**config.mk**
```make
export PLATFORM = sky130hd
export DESIGN_NAME = command_ring_reserve_commit
export DESIGN_NICKNAME = d
export VERILOG_FILES = /design/src/design/crrc_pkg.sv /design/src/design/command_ring_reserve_commit.sv /design/src/design/crrc_cfg.sv /design/src/design/crrc_exec.sv
export VERILOG_INCLUDE_DIRS = /design/src /design/src/design
export SDC_FILE = /design/constraint.sdc
export NUM_CORES = 1
export LEC_CHECK = 0
export BUFFER_PORTS_ARGS = -buffer_cell sky130_fd_sc_hd__clkbuf_2
export CAP_MARGIN = 30
export CORE_ASPECT_RATIO = 1.1
export CORE_MARGIN = 2
export CORE_UTILIZATION = 55
export DETAILED_ROUTE_END_ITERATION = 16
export GPL_TIMING_DRIVEN = 0
export PLACE_DENSITY = 0.74
export SLEW_MARGIN = 40
export SYNTH_ARGS = -nofsm -noshare
export SYNTH_HDL_FRONTEND = slang
export SYNTH_SLANG_ARGS = --single-unit
```
**constraint.sdc**
```tcl
create_clock -name clk -period 13.5 [get_ports clk]
set_clock_uncertainty 0.15 [all_clocks]
set_input_delay 1.35 -clock clk [delete_from_list [all_inputs] [get_ports clk]]
set_output_delay 1.35 -clock clk [all_outputs]
set_load 0.01 [all_outputs]
```
**src/design/command_ring_reserve_commit_defines.svh**
```systemverilog
// Assertion macros for the command ring reserve/commit block.
// Used by the top level; relies on clk and arst_n being in scope.
`ifndef COMMAND_RING_RESERVE_COMMIT_DEFINES_SVH
`define COMMAND_RING_RESERVE_COMMIT_DEFINES_SVH
`ifndef SYNTH
// Condition that must hold at every clock edge out of reset
`define CRRC_ASSERT(label, cond) \
	label: assert property (@(posedge clk) disable iff (!arst_n) (cond)) \
		else $error("crrc assertion failed");
// Antecedent this cycle implies consequent in the next cycle
`define CRRC_ASSERT_NEXT(label, ante, cons) \
	label: assert property (@(posedge clk) disable iff (!arst_n) (ante) |=> (cons)) \
		else $error("crrc assertion failed");
`else
`define CRRC_ASSERT(label, cond)
`define CRRC_ASSERT_NEXT(label, ante, cons)
`endif
`endif

```
**src/design/crrc_pkg.sv**
```systemverilog
// Shared types, codes and constants for the command ring reserve/commit block.
// No dependencies; imported by every module of the block.
package crrc_pkg;

	localparam int OFS_W       = 22;
	localparam int RING_BYTES  = 2097152;
	localparam int WORD_BYTES  = 4;
	localparam int SMALL_GRANT = WORD_BYTES * 5;
	localparam int CFG_IDX_W   = 2;
	localparam int IN_DATA_W   = 48;
	localparam int OUT_DATA_W  = 72;

	// operation codes
	localparam logic [1:0] OP_RESERVE       = 2'd0;
	localparam logic [1:0] OP_COMMIT        = 2'd1;
	localparam logic [1:0] OP_COMMIT_STORED = 2'd2;

	// status codes
	localparam logic [2:0] ST_OK         = 3'd0;
	localparam logic [2:0] ST_FULL       = 3'd1;
	localparam logic [2:0] ST_BOUNCE     = 3'd2;
	localparam logic [2:0] ST_TOO_LARGE  = 3'd3;
	localparam logic [2:0] ST_MISALIGNED = 3'd4;
	localparam logic [2:0] ST_PENDING    = 3'd5;
	localparam logic [2:0] ST_NONE       = 3'd6;

	// configuration register indexes
	localparam logic [CFG_IDX_W-1:0] REG_RING_START      = 2'd0;
	localparam logic [CFG_IDX_W-1:0] REG_RING_END        = 2'd1;
	localparam logic [CFG_IDX_W-1:0] REG_RESERVE_CAPABLE = 2'd2;

	typedef logic [OFS_W-1:0] ofs_t;

	typedef struct packed {
		ofs_t ring_start;
		ofs_t ring_end;
		logic reserve_capable;
	} cfg_t;

	typedef struct packed {
		logic [1:0] operation;
		ofs_t       byte_count;
		ofs_t       stop_offset;
	} item_t;

	typedef struct packed {
		logic [2:0] status;
		ofs_t       area_offset;
		logic       mark_write;
		ofs_t       mark_value;
		ofs_t       write_pointer;
	} result_t;

	// state update produced alongside each result
	typedef struct packed {
		ofs_t next_write;
		ofs_t pending_size;
	} ring_state_t;

endpackage

```
**src/design/command_ring_reserve_commit.sv**
```systemverilog
// Top level of the command ring reserve/commit block: stream ports,
// input and result registers, ring state. Depends on crrc_pkg, crrc_cfg,
// crrc_exec and command_ring_reserve_commit_defines.svh.
//
// Usage:
//   Items enter on the s_ channel (operation in s_tuser, count and consumer
//   stop offset in s_tdata); one result per item leaves on the m_ channel.
//   Ring bounds and the reserve capability are set through cfg_we/cfg_index/
//   cfg_data while the block is idle; writing ring_start also loads the
//   write pointer.
//   Path: an accepted item is evaluated from the input register and its
//   result is captured in the result register, which drives m_tvalid.
//   Throughput: one item per cycle while m_tready is high, set by the
//   single pass through the evaluation logic between the two registers.
//   Reset: the pipeline empties, the write pointer and the pending
//   reservation clear, ring_end returns to the full ring size.
//   Stalls: when m_tready is low the result register holds; the input
//   register still takes one more item, and s_tready drops once both are
//   full. Ring state advances only when an item moves into the result
//   register, so nothing is lost or repeated.
module command_ring_reserve_commit import crrc_pkg::*; #(
	parameter int RING_SIZE = RING_BYTES
) (
	input  logic                  clk,
	input  logic                  arst_n,
	// configuration write port
	input  logic                  cfg_we,
	input  logic [CFG_IDX_W-1:0]  cfg_index,
	input  ofs_t                  cfg_data,
	// input items
	input  logic                  s_tvalid,
	output logic                  s_tready,
	input  logic [IN_DATA_W-1:0]  s_tdata,   // byte_count[21:0], stop_offset[43:22], zero pad
	input  logic [1:0]            s_tuser,   // operation[1:0]
	// result items
	output logic                  m_tvalid,
	input  logic                  m_tready,
	output logic [OUT_DATA_W-1:0] m_tdata    // status[2:0], area_offset[24:3], mark_write[25],
	                                         // mark_value[47:26], write_pointer[69:48], zero pad
);

`include "command_ring_reserve_commit_defines.svh"

	cfg_t        cfg;
	item_t       item_s1;
	logic        valid_s1;
	result_t     res_s2;
	logic        valid_s2;
	result_t     res;
	ring_state_t cur;
	ring_state_t nxt;
	ofs_t        next_write_q;
	ofs_t        pending_q;
	logic        adv_s1;

	crrc_cfg #(
		.RING_SIZE (RING_SIZE)
	) u_cfg (
		.clk       (clk),
		.arst_n    (arst_n),
		.cfg_we    (cfg_we),
		.cfg_index (cfg_index),
		.cfg_data  (cfg_data),
		.cfg       (cfg)
	);

	assign cur.next_write   = next_write_q;
	assign cur.pending_size = pending_q;

	crrc_exec u_exec (
		.cfg  (cfg),
		.item (item_s1),
		.cur  (cur),
		.res  (res),
		.nxt  (nxt)
	);

	// handshake: stage 1 moves when the result register is free or draining
	assign adv_s1   = valid_s1 && (!valid_s2 || m_tready);
	assign s_tready = !valid_s1 || adv_s1;

	// input register
	always_ff @(posedge clk or negedge arst_n) begin
		if (!arst_n) begin
			valid_s1 <= 1'b0;
		end else if (s_tready) begin
			valid_s1 <= s_tvalid;
		end
	end

	always_ff @(posedge clk) begin
		if (s_tvalid && s_tready) begin
			item_s1.operation   <= s_tuser;
			item_s1.byte_count  <= s_tdata[OFS_W-1:0];
			item_s1.stop_offset <= s_tdata[2*OFS_W-1:OFS_W];
		end
	end

	// result register
	always_ff @(posedge clk or negedge arst_n) begin
		if (!arst_n) begin
			valid_s2 <= 1'b0;
		end else if (!valid_s2 || m_tready) begin
			valid_s2 <= valid_s1;
		end
	end

	always_ff @(posedge clk) begin
		if (adv_s1) begin
			res_s2 <= res;
		end
	end

	// ring state; a ring_start write reloads the pointer
	always_ff @(posedge clk or negedge arst_n) begin
		if (!arst_n) begin
			next_write_q <= '0;
			pending_q    <= '0;
		end else begin
			if (adv_s1) begin
				pending_q <= nxt.pending_size;
			end
			if (cfg_we && cfg_index == REG_RING_START) begin
				next_write_q <= cfg_data;
			end else if (adv_s1) begin
				next_write_q <= nxt.next_write;
			end
		end
	end

	assign m_tvalid = valid_s2;
	assign m_tdata  = {2'b00, res_s2.write_pointer, res_s2.mark_value, res_s2.mark_write,
		res_s2.area_offset, res_s2.status};

	// checks
	`CRRC_ASSERT(a_mark_only_on_ok, !(valid_s2 && res_s2.mark_write) || res_s2.status == ST_OK)
	`CRRC_ASSERT(a_pending_aligned, pending_q[1:0] == 2'b00)
	`CRRC_ASSERT_NEXT(a_commit_clears, adv_s1 && (item_s1.operation == OP_COMMIT || item_s1.operation == OP_COMMIT_STORED), pending_q == '0)
	`CRRC_ASSERT_NEXT(a_start_loads_ptr, cfg_we && cfg_index == REG_RING_START,
		next_write_q == $past(cfg_data))

endmodule

```
**src/design/crrc_cfg.sv**
```systemverilog
// Configuration register file: ring bounds and reserve capability.
// Depends on crrc_pkg.
module crrc_cfg import crrc_pkg::*; #(
	parameter int RING_SIZE = RING_BYTES
) (
	input  logic                 clk,
	input  logic                 arst_n,
	input  logic                 cfg_we,
	input  logic [CFG_IDX_W-1:0] cfg_index,
	input  ofs_t                 cfg_data,
	output cfg_t                 cfg
);

	cfg_t cfg_q;

	// register writes; unknown indexes are ignored
	always_ff @(posedge clk or negedge arst_n) begin
		if (!arst_n) begin
			cfg_q.ring_start      <= '0;
			cfg_q.ring_end        <= OFS_W'(RING_SIZE);
			cfg_q.reserve_capable <= 1'b0;
		end else if (cfg_we) begin
			case (cfg_index)
				REG_RING_START:      cfg_q.ring_start      <= cfg_data;
				REG_RING_END:        cfg_q.ring_end        <= cfg_data;
				REG_RESERVE_CAPABLE: cfg_q.reserve_capable <= cfg_data[0];
				default: ;
			endcase
		end
	end

	assign cfg = cfg_q;

endmodule

```
**src/design/crrc_exec.sv**
```systemverilog
// Combinational reserve/commit evaluation for one item against ring state.
// Depends on crrc_pkg.
module crrc_exec import crrc_pkg::*; (
	input  cfg_t        cfg,
	input  item_t       item,
	input  ring_state_t cur,
	output result_t     res,
	output ring_state_t nxt
);

	always_comb begin
		logic [OFS_W:0]   end_sum;
		logic [OFS_W:0]   commit_sum;
		ofs_t             commit_bytes;
		ofs_t             span;
		ofs_t             wrapped;
		logic signed [OFS_W+2:0] room;
		logic             in_place;
		logic [2:0]       rsv_status;

		res            = '0;
		nxt            = cur;
		in_place       = 1'b0;
		rsv_status     = ST_OK;

		// reserve checks and space test
		span    = (cfg.ring_end >= cfg.ring_start) ? cfg.ring_end - cfg.ring_start : '0;
		end_sum = {1'b0, cur.next_write} + {1'b0, item.byte_count};
		room    = $signed({3'b000, cfg.ring_end}) - $signed({3'b000, cur.next_write})
			+ $signed({3'b000, item.stop_offset}) - $signed({3'b000, cfg.ring_start});

		if (item.byte_count > span) begin
			rsv_status = ST_TOO_LARGE;
		end else if (item.byte_count[1:0] != 2'b00) begin
			rsv_status = ST_MISALIGNED;
		end else if (cur.pending_size != '0) begin
			rsv_status = ST_PENDING;
		end else if (cur.next_write >= item.stop_offset) begin
			if (end_sum < {1'b0, cfg.ring_end} ||
				(end_sum == {1'b0, cfg.ring_end} && item.stop_offset > cfg.ring_start)) begin
				in_place = 1'b1;
			end else if (room <= $signed({3'b000, item.byte_count})) begin
				rsv_status = ST_FULL;
			end else begin
				rsv_status = ST_BOUNCE;
			end
		end else if (end_sum < {1'b0, item.stop_offset}) begin
			in_place = 1'b1;
		end else begin
			rsv_status = ST_FULL;
		end

		// in-place grants of more than a few words need consumer support
		if (in_place && !(cfg.reserve_capable || item.byte_count <= OFS_W'(SMALL_GRANT))) begin
			rsv_status = ST_BOUNCE;
		end

		// commit: advance with a single wrap
		commit_bytes = (item.operation == OP_COMMIT) ? item.byte_count : cur.pending_size;
		commit_sum   = {1'b0, cur.next_write} + {1'b0, commit_bytes};
		wrapped      = commit_sum[OFS_W-1:0];
		if (commit_sum >= {1'b0, cfg.ring_end}) begin
			wrapped = commit_sum[OFS_W-1:0] - (cfg.ring_end - cfg.ring_start);
		end

		case (item.operation)
			OP_RESERVE: begin
				res.status = rsv_status;
				if (rsv_status == ST_OK) begin
					nxt.pending_size = item.byte_count;
					res.area_offset  = cur.next_write;
					res.mark_write   = cfg.reserve_capable;
					res.mark_value   = cfg.reserve_capable ? item.byte_count : '0;
				end
			end
			OP_COMMIT, OP_COMMIT_STORED: begin
				if (cur.pending_size == '0) begin
					res.status = ST_NONE;
				end else begin
					res.status       = ST_OK;
					nxt.pending_size = '0;
					nxt.next_write   = wrapped;
					res.mark_write   = cfg.reserve_capable;
				end
			end
			default: res.status = ST_OK;
		endcase

		res.write_pointer = nxt.next_write;
	end

endmodule
```
==> results of run 1 <==
## cells by family (layout without fill, tap and decap cells)
kind of cell / Yosys count / after routing / share of synthesized area [%]
buf+inv: 233 / 426 / 4.811
compound gates: 535 / 535 / 18.68
xor+xnor: 104 / 104 / 4.940
flops: 207 / 207 / 31.25
simple gates: 492 / 492 / 13.56
mux: 71 / 71 / 4.194
fa+ha+maj: 316 / 316 / 22.54
other cells: 1 / 4 / 0.02034
## metrics by stage
step	hold slack, ps	std cells	utilization, %
floorplan	307.2	1962	-
global placement	319.2	2540	59.57
detailed placement	336.6	2543	59.89
CTS	355.9	2587	62.52
global route	398.7	2587	62.52
finish	352.6	2587	62.52
## layout by cell type (no fill, tap or decap), types with 17 or more instances in the layout
cell type,Yosys,final
ha_1,289,289
inv_1,194,193
clkbuf_2,0,145
a21oi_1,136,136
o21ai_0,131,130
nand2_1,126,126
edfxtp_1,116,116
nor2_1,91,91
dfrtp_1,90,90
a21o_1,88,88
xnor2_1,63,63
mux2_2,50,50
xor2_1,41,41
nand2b_1,40,40
o21a_1,35,35
nor3_1,33,33
nand4_1,33,33
and3_1,31,31
and2_1,30,29
clkbuf_1,29,29
nand3_1,27,27
fa_1,27,27
clkbuf_16,0,25
nor2b_1,24,24
a211oi_1,22,22
a22o_1,22,22
mux2i_1,21,21
nor4_1,18,17
## cells in the mapped netlist, drive strengths merged, types with 21 or more instances
cell    count
nand3      27
a21o       88
nor2       91
nand4      33
o21a       35
mux2       50
ha        289
and2       30
a211oi     22
xnor2      63
mux2i      21
fa         27
nand2b     40
edfxtp    116
xor2       41
nand2     126
inv       194
clkbuf     29
a21oi     136
nor3       33
dfrtp      90
and3       31
o21ai     132
a22o       22
nor2b      24
## path summary, 6_finish.rpt
check / from / to / slack, ps / cells past startpoint
worst max register to register: item_s1[45]$_DFFE_PP_ / m_tdata[64]$_DFFE_PP_ / 5480 / 26
max in group asynchronous: arst_n / u_cfg.cfg[22]$_DFFE_PN1P_ / 11870 / 2
worst min register to register: valid_s1$_DFFE_PN0N_ / m_tvalid$_DFFE_PN0P_ / 350 / 1
min in group asynchronous: arst_n / next_write_q[1]$_DFFE_PN0P_ / 610 / 1
worst max-delay path: item_s1[45]$_DFFE_PP_ / m_tdata[64]$_DFFE_PP_ / 5480 / 26
worst min-delay path: valid_s1$_DFFE_PN0N_ / m_tvalid$_DFFE_PN0P_ / 350 / 1
## layout make-up
cell class              count  area [µm²]  area share [%]
multi-input cells        1522       11820           57.13
flip-flops and latches    207        5762           27.84
repair buffers            149       807.0           3.899
inverters                 194       733.2           3.542
clock buffers              26       639.4           3.089
well taps                 432       540.5           2.612
clock inverters            18       231.5           1.118
plain buffers              39       160.2          0.7738
## metal layers
layer	vias up	wire length, µm	GRT usage, %
li1	7493	-	-
met1	7645	24400	43.87
met2	697	26470	54.37
met3	160	4063	3.934
met4	0	3249	17.13
met5	-	0	0
## critical path, stage by stage (launching register included)
cell	delay [ps]
edfxtp_1	410
inv_1	100
ha_1	330
buf_1	580
mux2_2	410
ha_1	210
inv_1	80
fa_1	200
nor2b_1	70
o31a_1	270
o31a_1	290
o31ai_1	590
a22oi_2	170
and2_1	220
o21ai_0	190
a21oi_1	140
ha_1	320
nand4_1	270
o211ai_1	340
o211ai_1	210
a211o_1	370
a21oi_1	200
or4_1	130
clkbuf_1	340
buf_2	420
mux2i_1	470
o21ai_0	210
## sequential cells by signal, indices dropped and copies added (netlist names)
signal / flops
next_write_q: 22
valid_s1: 1
item_s1: 46
u_cfg.cfg: 45
m_tdata: 70
m_tvalid: 1
pending_q: 22
==> metrics.sh, run 1 <==
CELLS_AFTER_SYNTH=1959
DESIGN.FINAL.NETS=2532
POST_DRT_WL_PER_CELL_UM=22.49
SYNTH_CELL_TYPES=71
CLOCK_PATH_BUFFERS=3
MAX_CAP_VIOL=0
PLACEMENT.IO_BUFFERS=146
CTS_MAX_LEVEL=1
FIRST_PASS_GRT_WIRE_LENGTH_UM=88500
YOSYSSEQAREASHARE_PCT=31.25
FILLCELLCOUNT=2833
GLOBALROUTETOTALUTIL_PCT=33.44
PLACED_INSTANCE_AREA_UM2=19830
ROUTED_VIAS_INST=6.183
CLOCK_TREE.ROOT_CELL='clkbuf_16'
HOLD_PATH.CLASS='reg -> reg'
ROUTED-VIA-COUNT=16000
STATUS='finished clean'
CRITICAL_PATH.MAX_FANOUT=10
DRC_VIOLATION_COUNT_AFTER_ROUTING=0
TIGHTEST_SLEW_PS=889.0
CLK_LATENCY_PS=550
WORST-SETUP-PATH-TYPE='reg -> reg'
INSERTEDDIODECOUNT=0
FIN_CRIT_SH_PCT=59.39
IOS=153
GRT_ANTENNA_BEFORE_REPAIR=0
SYNTH_ENABLE_FLOP_CELLS=116
SYNTHESIS.AREA_PER_INSTANCE_UM2=9.412
SHARE_OF_SYNTHESIZED_REGISTERS_CARRYING_AN_ASYNC_SET_OR_RESET_PCT=43.96
ROWS=70
AREA_GROWTH_PCT=12.25
CLK_PIN_SLEW_WORST_PATHS_PS=60
YS.FLOP_TYPE='edfxtp_1'
FINALSETUPVIOLATIONS=0
LARGEST_NET_DEGREE_AT_THE_START_OF_GLOBAL_ROUTING=67
DRIVE_ABOVE_1_SHARE_PCT=12.48
NUMBER_OF_GLOBAL_ROUTE_VIAS_BEFORE_REPAIR=15980
PLACEABLECOREAREA_UM2=33110
RSZ0062_AT_GRT='false'
GP_CONGESTION=0.9938
CLOCK-SINKS=207
DRT_FIRST_ITER_VIOLATIONS=1335
ANTENNA_VIOLATING_NETS_POST_ROUTE=0
DESIGN.DIE.AREA_UM2=35010
WORST-ENDPOINT-REQUIRED_PS=13610
TIMING.SLEW.HEADROOM_PCT=40.73
GRT_OVERFLOW_TOTAL=0
FINAL_CRITICAL_PATH_SETUP_SLACK_PS=5482
FINAL-HOLD-VIOLATION-COUNT=0
LARGEST_AREA_CONTRIBUTOR_IN_THE_NETLIST='ha_1'
LEADING_POST_SYNTHESIS_CELLS_BY_CELL_AREA='ha_1 (20%), edfxtp_1 (19%), dfrtp_1 (12%)'
END_KIND='register'
DIE_WIDTH_UM=178.6
BUFFERS_INSERTED_BY_POST_CTS_TIMING_REPAIR=0
FINAL_DESIGN_AREA_NO_FILL_UM2=20700
FIN_CRIT_PS=8018
CRIT_PATH_START_KIND='register'
CLOCK_TREE_FROM_TRITONCTS='built'
INITIAL_UTILIZATION_PCT=55.70
WORST_EP_ARRIVAL_TIME_PS=8120
SYNTH-WARNING-COUNT=0
CTS_HOLD_REPAIR.BUFFERS=0
SYNTH-SEQ-CELLS=207
YOSYSTOPAREACELLSHARE_PCT=19.61
DETAIL_ROUTE.FIRST_PASS.ITERATIONS=6
HPWL_UM=47760
DIE_Y_UM=196.0
TOTAL_NEG_SETUP_SLACK_PS=0
MAPPEDNETLISTAREA_UM2=18440
WIRELENGTH_UM=58190
POST_PLACE_SETUP_SLACK_PS=5763
FMAXACHIEVABLE_GHz=0.1247
CTS_MADE_BUFFERS=24
CTS_RESIZED=0
TIMING.FINAL.MAX_SLEW_VIOLATIONS=0
Power of run 1 is left out: the tool's default activity adds up to more than one toggle a clock period on the data nets, which glitch-free logic cannot reach.
==> run 2, diff against run 1 <==
ABC_AREA = 1   (was not set)
clock period = 7.6 ns   (was 13.5 ns; I/O delays follow)
==> run 2 against run 1 <==
Cell area grew 4.2%; cell count grew 22%; global-route usage grew 3.8 points; wire length grew 18%; fmax grew 10%; via count grew 13%; sequential share of layout area shrank 1.1 points.
==> metrics.sh, run 2 <==
WIRELENGTH_UM=68440  # was 58190 µm
YS.FLOP_TYPE='edfxtp_1'  # unchanged
WORST-SETUP-PATH-TYPE='reg -> reg'  # unchanged
FINAL_COMMON_CELL='nand2_1'  # was ha_1
YOSYSTOPAREACELLSHARE_PCT=18.69  # was 19.61%
LARGEST_AREA_CONTRIBUTOR_IN_THE_NETLIST='ha_1'  # unchanged
SHARE_OF_SYNTHESIZED_REGISTERS_CARRYING_AN_ASYNC_SET_OR_RESET_PCT=43.96  # unchanged
CLOCK_TREE.ROOT_CELL='clkbuf_16'  # unchanged
DESIGN.DIE.AREA_UM2=36700  # was 35010 µm²
CRIT_PATH_START_KIND='register'  # unchanged
SYNTH.TOP_CELLS.BY_COUNT='nand2_1 (564), inv_1 (383), ha_1 (289)'  # was ha_1 (289), inv_1 (194), a21oi_1 (136)
SYNTH_ENABLE_FLOP_CELLS=116  # unchanged
DESIGN.FINAL.NETS=3094  # was 2532
SYNTHESIS.AREA_PER_INSTANCE_UM2=7.678  # was 9.412 µm²
NUMBER_OF_GLOBAL_ROUTE_VIAS_BEFORE_REPAIR=17900  # was 15980
DIE_Y_UM=200.7  # was 196.0 µm
DRIVE_ABOVE_1_SHARE_PCT=10.09  # was 12.48%
PLACE_INST=3116  # was 2543
MAPPEDNETLISTAREA_UM2=19350  # was 18440 µm²
DIE_WIDTH_UM=182.8  # was 178.6 µm
TIMING.CRITICAL_PATH.SLOWEST_STAGE_CELL='dfrtp_2'  # was o31ai_1
MULTI_INPUT_COMB_AREA_UM2=11950  # was 11820 µm²
WL_MET1_UM=28790  # was 24400 µm
GRT_OVERFLOW_TOTAL=0  # unchanged
YOSYSSEQAREASHARE_PCT=29.78  # was 31.25%
TOP_LAYER='met4'  # unchanged
ROUTE.MET2.WL_UM=31010  # was 26470 µm
SYNTH-SEQ-CELLS=207  # unchanged
DRC_VIOLATION_COUNT_AFTER_ROUTING=0  # unchanged
LARGEST_REGISTER_FF_COUNT=70  # unchanged
SHARE_OF_THE_CORE_FILLED_WITH_CELLS_PCT=61.72  # was 62.52%
FIN_CRIT_SH_PCT=95.81  # was 59.39%
MOSTFREQUENTLAYOUTCELLS='nand2_1 (563), inv_1 (381), ha_1 (288)'  # was ha_1 (289), inv_1 (193), clkbuf_2 (145)
WORST_EP_ARRIVAL_TIME_PS=7420  # was 8120 ps
REGAREA_UM2=5768  # was 5762 µm²
POST_DRT_WL_PER_CELL_UM=21.66  # was 22.49 µm
INSERTEDDIODECOUNT=0  # unchanged
RSZ0062_AT_GRT='false'  # unchanged
CTS_MAX_LEVEL=1  # unchanged
GRT_ANTENNA_BEFORE_REPAIR=0  # unchanged
FIRST_PASS_GRT_WIRE_LENGTH_UM=101800  # was 88500 µm
CTS_MADE_BUFFERS=24  # unchanged
ROUTED_VIAS_INST=5.739  # was 6.183
CRITICAL_PATH_S_LARGEST_STAGE_DELAY_PS=500  # was 590 ps
REGTOREGSETUPSLACK_PS=320  # was 5480 ps
TIMING.FINAL.MAX_SLEW_VIOLATIONS=0  # unchanged
SYNTH-WARNING-COUNT=0  # unchanged
CLK_PIN_SLEW_WORST_PATHS_PS=60  # about the same
PLACED_INSTANCE_AREA_UM2=20730  # was 19830 µm²
CLOCK_TREE_FROM_TRITONCTS='built'  # unchanged
MAX_CAP_VIOL=0  # unchanged
IOS=153  # unchanged
END_KIND='register'  # unchanged
PLACEABLECOREAREA_UM2=34950  # was 33110 µm²
TIGHTEST_SLEW_PS=865.6  # was 889.0 ps
GP_CONGESTION=1.008  # was 0.9938
CRIT_BUF_INV=4  # was 5
STATUS='finished clean'  # unchanged
GLOBALROUTETOTALUTIL_PCT=37.19  # was 33.44%
PLACEMENT.IO_BUFFERS=146  # unchanged
ROWS=72  # was 70
POST_LAYOUT_NONFILLER_INSTANCES=3160  # was 2587
CLOCK_PATH_BUFFERS=3  # unchanged
WORST-ENDPOINT-REQUIRED_PS=7740  # was 13610 ps
WORST_PATH_DOMINANT_CELL_FAMILY='compound AO/OA/AOI/OAI gates'  # unchanged
FMAXACHIEVABLE_GHz=0.1373  # was 0.1247 GHz
CRITICAL-PATH-TOP-CELL-BY-COUNT='nand2_1'  # was ha_1
FIN_CRIT_PS=7281  # was 8018 ps
CRITICAL_PATH.MAX_FANOUT=10  # unchanged
FILLCELLCOUNT=3270  # was 2833
FINALSETUPVIOLATIONS=0  # unchanged
INITIAL_UTILIZATION_PCT=55.36  # was 55.70%
FINAL_DESIGN_AREA_NO_FILL_UM2=21570  # was 20700 µm²
DETAIL_ROUTE.FIRST_PASS.ITERATIONS=8  # was 6
ANTENNA_VIOLATING_NETS_POST_ROUTE=0  # unchanged
CELLS_AFTER_SYNTH=2520  # was 1959
LEADING_POST_SYNTHESIS_CELLS_BY_CELL_AREA='ha_1 (19%), edfxtp_1 (18%), dfrtp_1 (12%)'  # was ha_1 (20%), edfxtp_1 (19%), dfrtp_1 (12%)
ROUTED-VIA-COUNT=18140  # was 16000
DRT_FIRST_ITER_VIOLATIONS=1627  # was 1335
TOTAL_NEG_SETUP_SLACK_PS=0  # unchanged
SYNTH.MOST_COMMON_CELL='nand2_1'  # was ha_1
CLK_LATENCY_PS=550  # about the same
LARGEST_NET_DEGREE_AT_THE_START_OF_GLOBAL_ROUTING=65  # was 67
SYNTH_CELL_TYPES=58  # was 71
HOLD_PATH.CLASS='in -> reg'  # was reg -> reg
TIMING.SLEW.HEADROOM_PCT=42.29  # was 40.73%
AREA_GROWTH_PCT=11.50  # was 12.25%
FINAL-HOLD-VIOLATION-COUNT=0  # unchanged
CLOCK-SINKS=207  # unchanged
WL_MET3_UM=5134  # was 4063 µm
HPWL_UM=57770  # was 47760 µm
==> run 2: cell count changes in the layout (fill, tap and decap cells not counted), sizes merged, moves of 21 or more <==
cell    before  now
nand2      126  580
inv        198  385
nor2        91  224
a21oi      136  216
nand3       27  104
a21o        88   20
mux2        50    0
nand2b      40    0
and3        31    0
and2        30    0
o21a        35    7
nor2b       24    0
a22o        22    0
mux2i       21    0
==> run 2: logic make-up after synthesis <==
logic type,count (synthesis),share of synthesized area (%)
AO/OA/AOI/OAI,461,13.57
XOR/XNOR,112,5.070
adder cells (fa/ha/maj),316,21.48
buffers and inverters,430,8.678
flip-flops,207,29.78
other,1,0.01938
AND/OR/NAND/NOR,993,21.40
==> run 2: final cells by class <==
class	count	share of cell area, %
buffer	42	1.044
clock buffer	31	3.051
clock inverter	12	0.6379
inverter	388	6.785
multi-input combinational	1886	55.39
sequential	207	26.74
tap	444	2.575
timing repair buffer	150	3.787
==> run 2: final timing paths <==
kind / start / endpoint / cells past startpoint
setup / recovery: next_write_q[4]$_DFFE_PN0P_ / m_tdata[16]$_SDFFCE_PN0P_ / 35
hold / removal: s_tdata[31] / item_s1[9]$_DFFE_PP_ / 1
setup reg to reg: next_write_q[4]$_DFFE_PN0P_ / m_tdata[16]$_SDFFCE_PN0P_ / 35
hold reg to reg: pending_q[0]$_DFFE_PN0P_ / pending_q[0]$_DFFE_PN0P_ / 2
max in group asynchronous: arst_n / u_cfg.cfg[22]$_DFFE_PN1P_ / 3
min in group asynchronous: arst_n / pending_q[2]$_DFFE_PN0P_ / 2
==> run 2: routing by layer <==
layer | vias up | track usage [%]
li1 | 8733 | -
met1 | 8469 | 49.39
met4 | 0 | 17.20
met5 | - | 0
met3 | 153 | 4.626
met2 | 781 | 60.66
==> run 2: repair_timing <==
| action | 4_1_cts | 5_1_grt |
|---|---|---|
| gates cloned | 0 | 0 |
| gates resized for setup | 4 | 12 |
| setup buffers | 0 | 0 |
| pin swaps | 0 | 1 |
| setup endpoints to repair | 23 | 65 |
| hold endpoints to repair | 27 | 0 |
| hold buffers | 1 | 0 |
==> run 2: worst register-to-register path, delay by kind of cell (launching register included) <==
| family | cells | cell delay, ps |
|---|---|---|
| simple gates | 15 | 1720 |
| flops | 1 | 500 |
| fa+ha+maj | 4 | 1490 |
| buf+inv | 4 | 590 |
| xor+xnor | 2 | 510 |
| compound gates | 10 | 2040 |
==> run 2: metrics by stage <==
step / setup slack [ps] / hold WS [ps]
global route: 66.92 / 228.2
CTS: 0.7860 / 220.2
floorplan: 1927 / 291.9
detailed placement: -430.2 / 313.9
global placement: -350.3 / 311.4
finish: 318.5 / 234.0
Power of run 2 is left out for the same reason.
==> run 3, diff against run 2 <==
CTS_BUF_LIST = sky130_fd_sc_hd__clkbuf_8   (was not set)
==> run 3 against run 2 <==
Sequential share of layout area rose by 0.081 points; sequential cell count did not move; count of clock-buffer cells in the layout rose by 12; cell count rose by 0.82%; non-clock buffer count did not move; global-route usage rose by 0.38 points; die area did not move; first-iteration DRC count fell by 4.7%; wire length rose by 0.62%; worst hold slack got worse by 73 ps; core utilization fell by 0.19 points; fmax fell by 0.59%; largest cell class unchanged.
==> metrics.sh, run 3 (synthesis results as in run 2) <==
DESIGN.FINAL.NETS=3108  # was 3094
WIRELENGTH_UM=68860  # was 68440 µm
TIMING.REG2REG.WORST_PATH_DEPTH=32  # was 35
CTS_MADE_BUFFERS=38  # was 24
DETAIL_ROUTE.FIRST_PASS.ITERATIONS=6  # was 8
DIE_Y_UM=200.7  # unchanged
END_KIND='register'  # unchanged
STATUS='finished clean'  # unchanged
CTS_MAX_LEVEL=2  # was 1
ANTENNA_VIOLATING_NETS_POST_ROUTE=0  # unchanged
BUFFERS_INSERTED_BY_POST_CTS_TIMING_REPAIR=0  # unchanged
WORST-SETUP-PATH-TYPE='reg -> reg'  # unchanged
CLOCK_PATH_BUFFERS=3  # unchanged
CLOCK_TREE.ROOT_CELL='clkbuf_8'  # was clkbuf_16
GRT_ANTENNA_BEFORE_REPAIR=1  # was 0
MIN-DELAY-START='s_tdata[36]'  # was s_tdata[31]
DRIVE_ABOVE_1_SHARE_PCT=10.61  # was 10.09%
CRITICAL_PATH.MAX_FANOUT=10  # unchanged
GP_CONGESTION=1.008  # unchanged
TIMING.HOLD.WORST_ENDPOINT='item_s1[14]$_DFFE_PP_'  # was item_s1[9]$_DFFE_PP_
AREA_GROWTH_PCT=11.17  # was 11.50%
FIN_CRIT_SH_PCT=96.37  # was 95.81%
FILLCELLCOUNT=3300  # was 3270
TIMING.RR.END='m_tdata[12]$_SDFFCE_PN0P_'  # was m_tdata[16]$_SDFFCE_PN0P_
FINAL_COMMON_CELL='nand2_1'  # unchanged
DRC_VIOLATION_COUNT_AFTER_ROUTING=0  # unchanged
RSZ0062_AT_GRT='false'  # unchanged
FINAL-HOLD-VIOLATION-COUNT=0  # unchanged
POST_DRT_WL_PER_CELL_UM=21.61  # was 21.66 µm
MAX_CAP_VIOL=0  # unchanged
INSERTEDDIODECOUNT=0  # unchanged
TIMING.CRITICAL_PATH.SLOWEST_STAGE_CELL='dfrtp_2'  # unchanged
WORST_EP_ARRIVAL_TIME_PS=7610  # was 7420 ps
CLOCK_TREE_FROM_TRITONCTS='built'  # unchanged
FINALSETUPVIOLATIONS=0  # unchanged
CRITICAL-PATH-TOP-CELL-BY-COUNT='a21oi_1'  # was nand2_1
DIE_WIDTH_UM=182.8  # unchanged
CRIT_PATH_START_KIND='register'  # unchanged
FMAXACHIEVABLE_GHz=0.1365  # was 0.1373 GHz
WORSTREG2REGSTART='next_write_q[4]$_DFFE_PN0P_'  # unchanged
DESIGN.DIE.AREA_UM2=36700  # unchanged
HOLD_PATH.CLASS='in -> reg'  # unchanged
GLOBALROUTETOTALUTIL_PCT=37.57  # was 37.19%
CLOCK-SINKS=207  # unchanged
TIMING.SLEW.HEADROOM_PCT=45.13  # was 42.29%
TIGHTEST_SLEW_PS=823.0  # was 865.6 ps
MOSTFREQUENTLAYOUTCELLS='nand2_1 (563), inv_1 (396), ha_1 (288)'  # was nand2_1 (563), inv_1 (381), ha_1 (288)
HPWL_UM=57770  # unchanged
IOS=153  # unchanged
DRT_FIRST_ITER_VIOLATIONS=1551  # was 1627
ROUTED-VIA-COUNT=18290  # was 18140
REGTOREGSETUPSLACK_PS=280  # was 320 ps
INITIAL_UTILIZATION_PCT=55.36  # unchanged
CRITICAL_PATH_S_LARGEST_STAGE_DELAY_PS=500  # about the same
WORST_PATH_DOMINANT_CELL_FAMILY='compound AO/OA/AOI/OAI gates'  # unchanged
TIMING.FINAL.MAX_SLEW_VIOLATIONS=0  # unchanged
FIN_CRIT_PS=7324  # was 7281 ps
LARGEST_REGISTER_FF_COUNT=70  # unchanged
WORST-ENDPOINT-REQUIRED_PS=7880  # was 7740 ps
CLK_LATENCY_PS=620  # was 550 ps
SHARE_OF_THE_CORE_FILLED_WITH_CELLS_PCT=61.54  # was 61.72%
LARGEST_NET_DEGREE_AT_THE_START_OF_GLOBAL_ROUTING=65  # unchanged
REGAREA_UM2=5768  # unchanged
FIRST_PASS_GRT_WIRE_LENGTH_UM=102300  # was 101800 µm
NUMBER_OF_GLOBAL_ROUTE_VIAS_BEFORE_REPAIR=17990  # was 17900
GRT_OVERFLOW_TOTAL=0  # unchanged
WHS_PATH_DEPTH=1  # unchanged
CRIT_BUF_INV=4  # unchanged
MULTI_INPUT_COMB_AREA_UM2=11950  # about the same
CLK_PIN_SLEW_WORST_PATHS_PS=60  # about the same
PLACEMENT.IO_BUFFERS=146  # unchanged
ROWS=72  # unchanged
ROUTED_VIAS_INST=5.741  # was 5.739
PLACEABLECOREAREA_UM2=34950  # unchanged
[run 3: final cells by class]
class	count	share of cell area (%)
multi-input combinational	1886	55.53
sequential	207	26.82
inverter	388	6.806
timing repair buffer	150	3.798
clock buffer	43	2.751
tap	444	2.583
buffer	42	1.047
clock inverter	26	0.6631
[run 3: worst max path at each step]
stage / startpoint / slack, ps / to / cells after the start
2_1_floorplan: u_cfg.cfg[1]$_DFFE_PN0P_ / 1930 / m_tdata[4]$_SDFFCE_PN0P_ / 44
3_3_place_gp: next_write_q[4]$_DFFE_PN0P_ / -350 / m_tdata[15]$_SDFFCE_PN0P_ / 35
3_5_place_dp: next_write_q[4]$_DFFE_PN0P_ / -430 / m_tdata[12]$_SDFFCE_PN0P_ / 35
4_1_cts: u_cfg.cfg[1]$_DFFE_PN0P_ / 10 / m_tdata[12]$_SDFFCE_PN0P_ / 38
5_1_grt: next_write_q[4]$_DFFE_PN0P_ / 10 / m_tdata[10]$_SDFFCE_PN0P_ / 32
6_report: next_write_q[4]$_DFFE_PN0P_ / 280 / m_tdata[12]$_SDFFCE_PN0P_ / 32
[run 3: timing repair]
action / 4_1_cts / 5_1_grt
setup endpoints to repair: 23 / 65
pin swaps: 0 / 1
gates resized for setup: 5 / 10
hold buffers: 1 / 0
cloned: 0 / 0
hold endpoints to repair: 27 / 0
[run 3: per-stage QoR]
stage	setup TNS, ps	worst slack (ps)	hold slack (ps)	cell area, µm²	instances
2_1_floorplan	0	1927	291.9	19360	2523
3_3_place_gp	-6420	-350.3	311.4	20650	3113
3_5_place_dp	-8293	-430.2	313.9	20730	3116
4_1_cts	0	13.70	134.8	21490	3186
5_1_grt	0	10.95	153.6	21510	3186
6_report	0	275.7	161.4	21510	3186
[run 3: per-layer routing]
layer	part of all wire (%)	up-vias	track usage (%)
li1	-	8768	-
met1	42	8576	49.45
met2	45	771	60.77
met3	7.7	174	6.096
met4	5.4	2	17.31
met5	0.015	-	0
Power of run 3 is left out for the same reason.
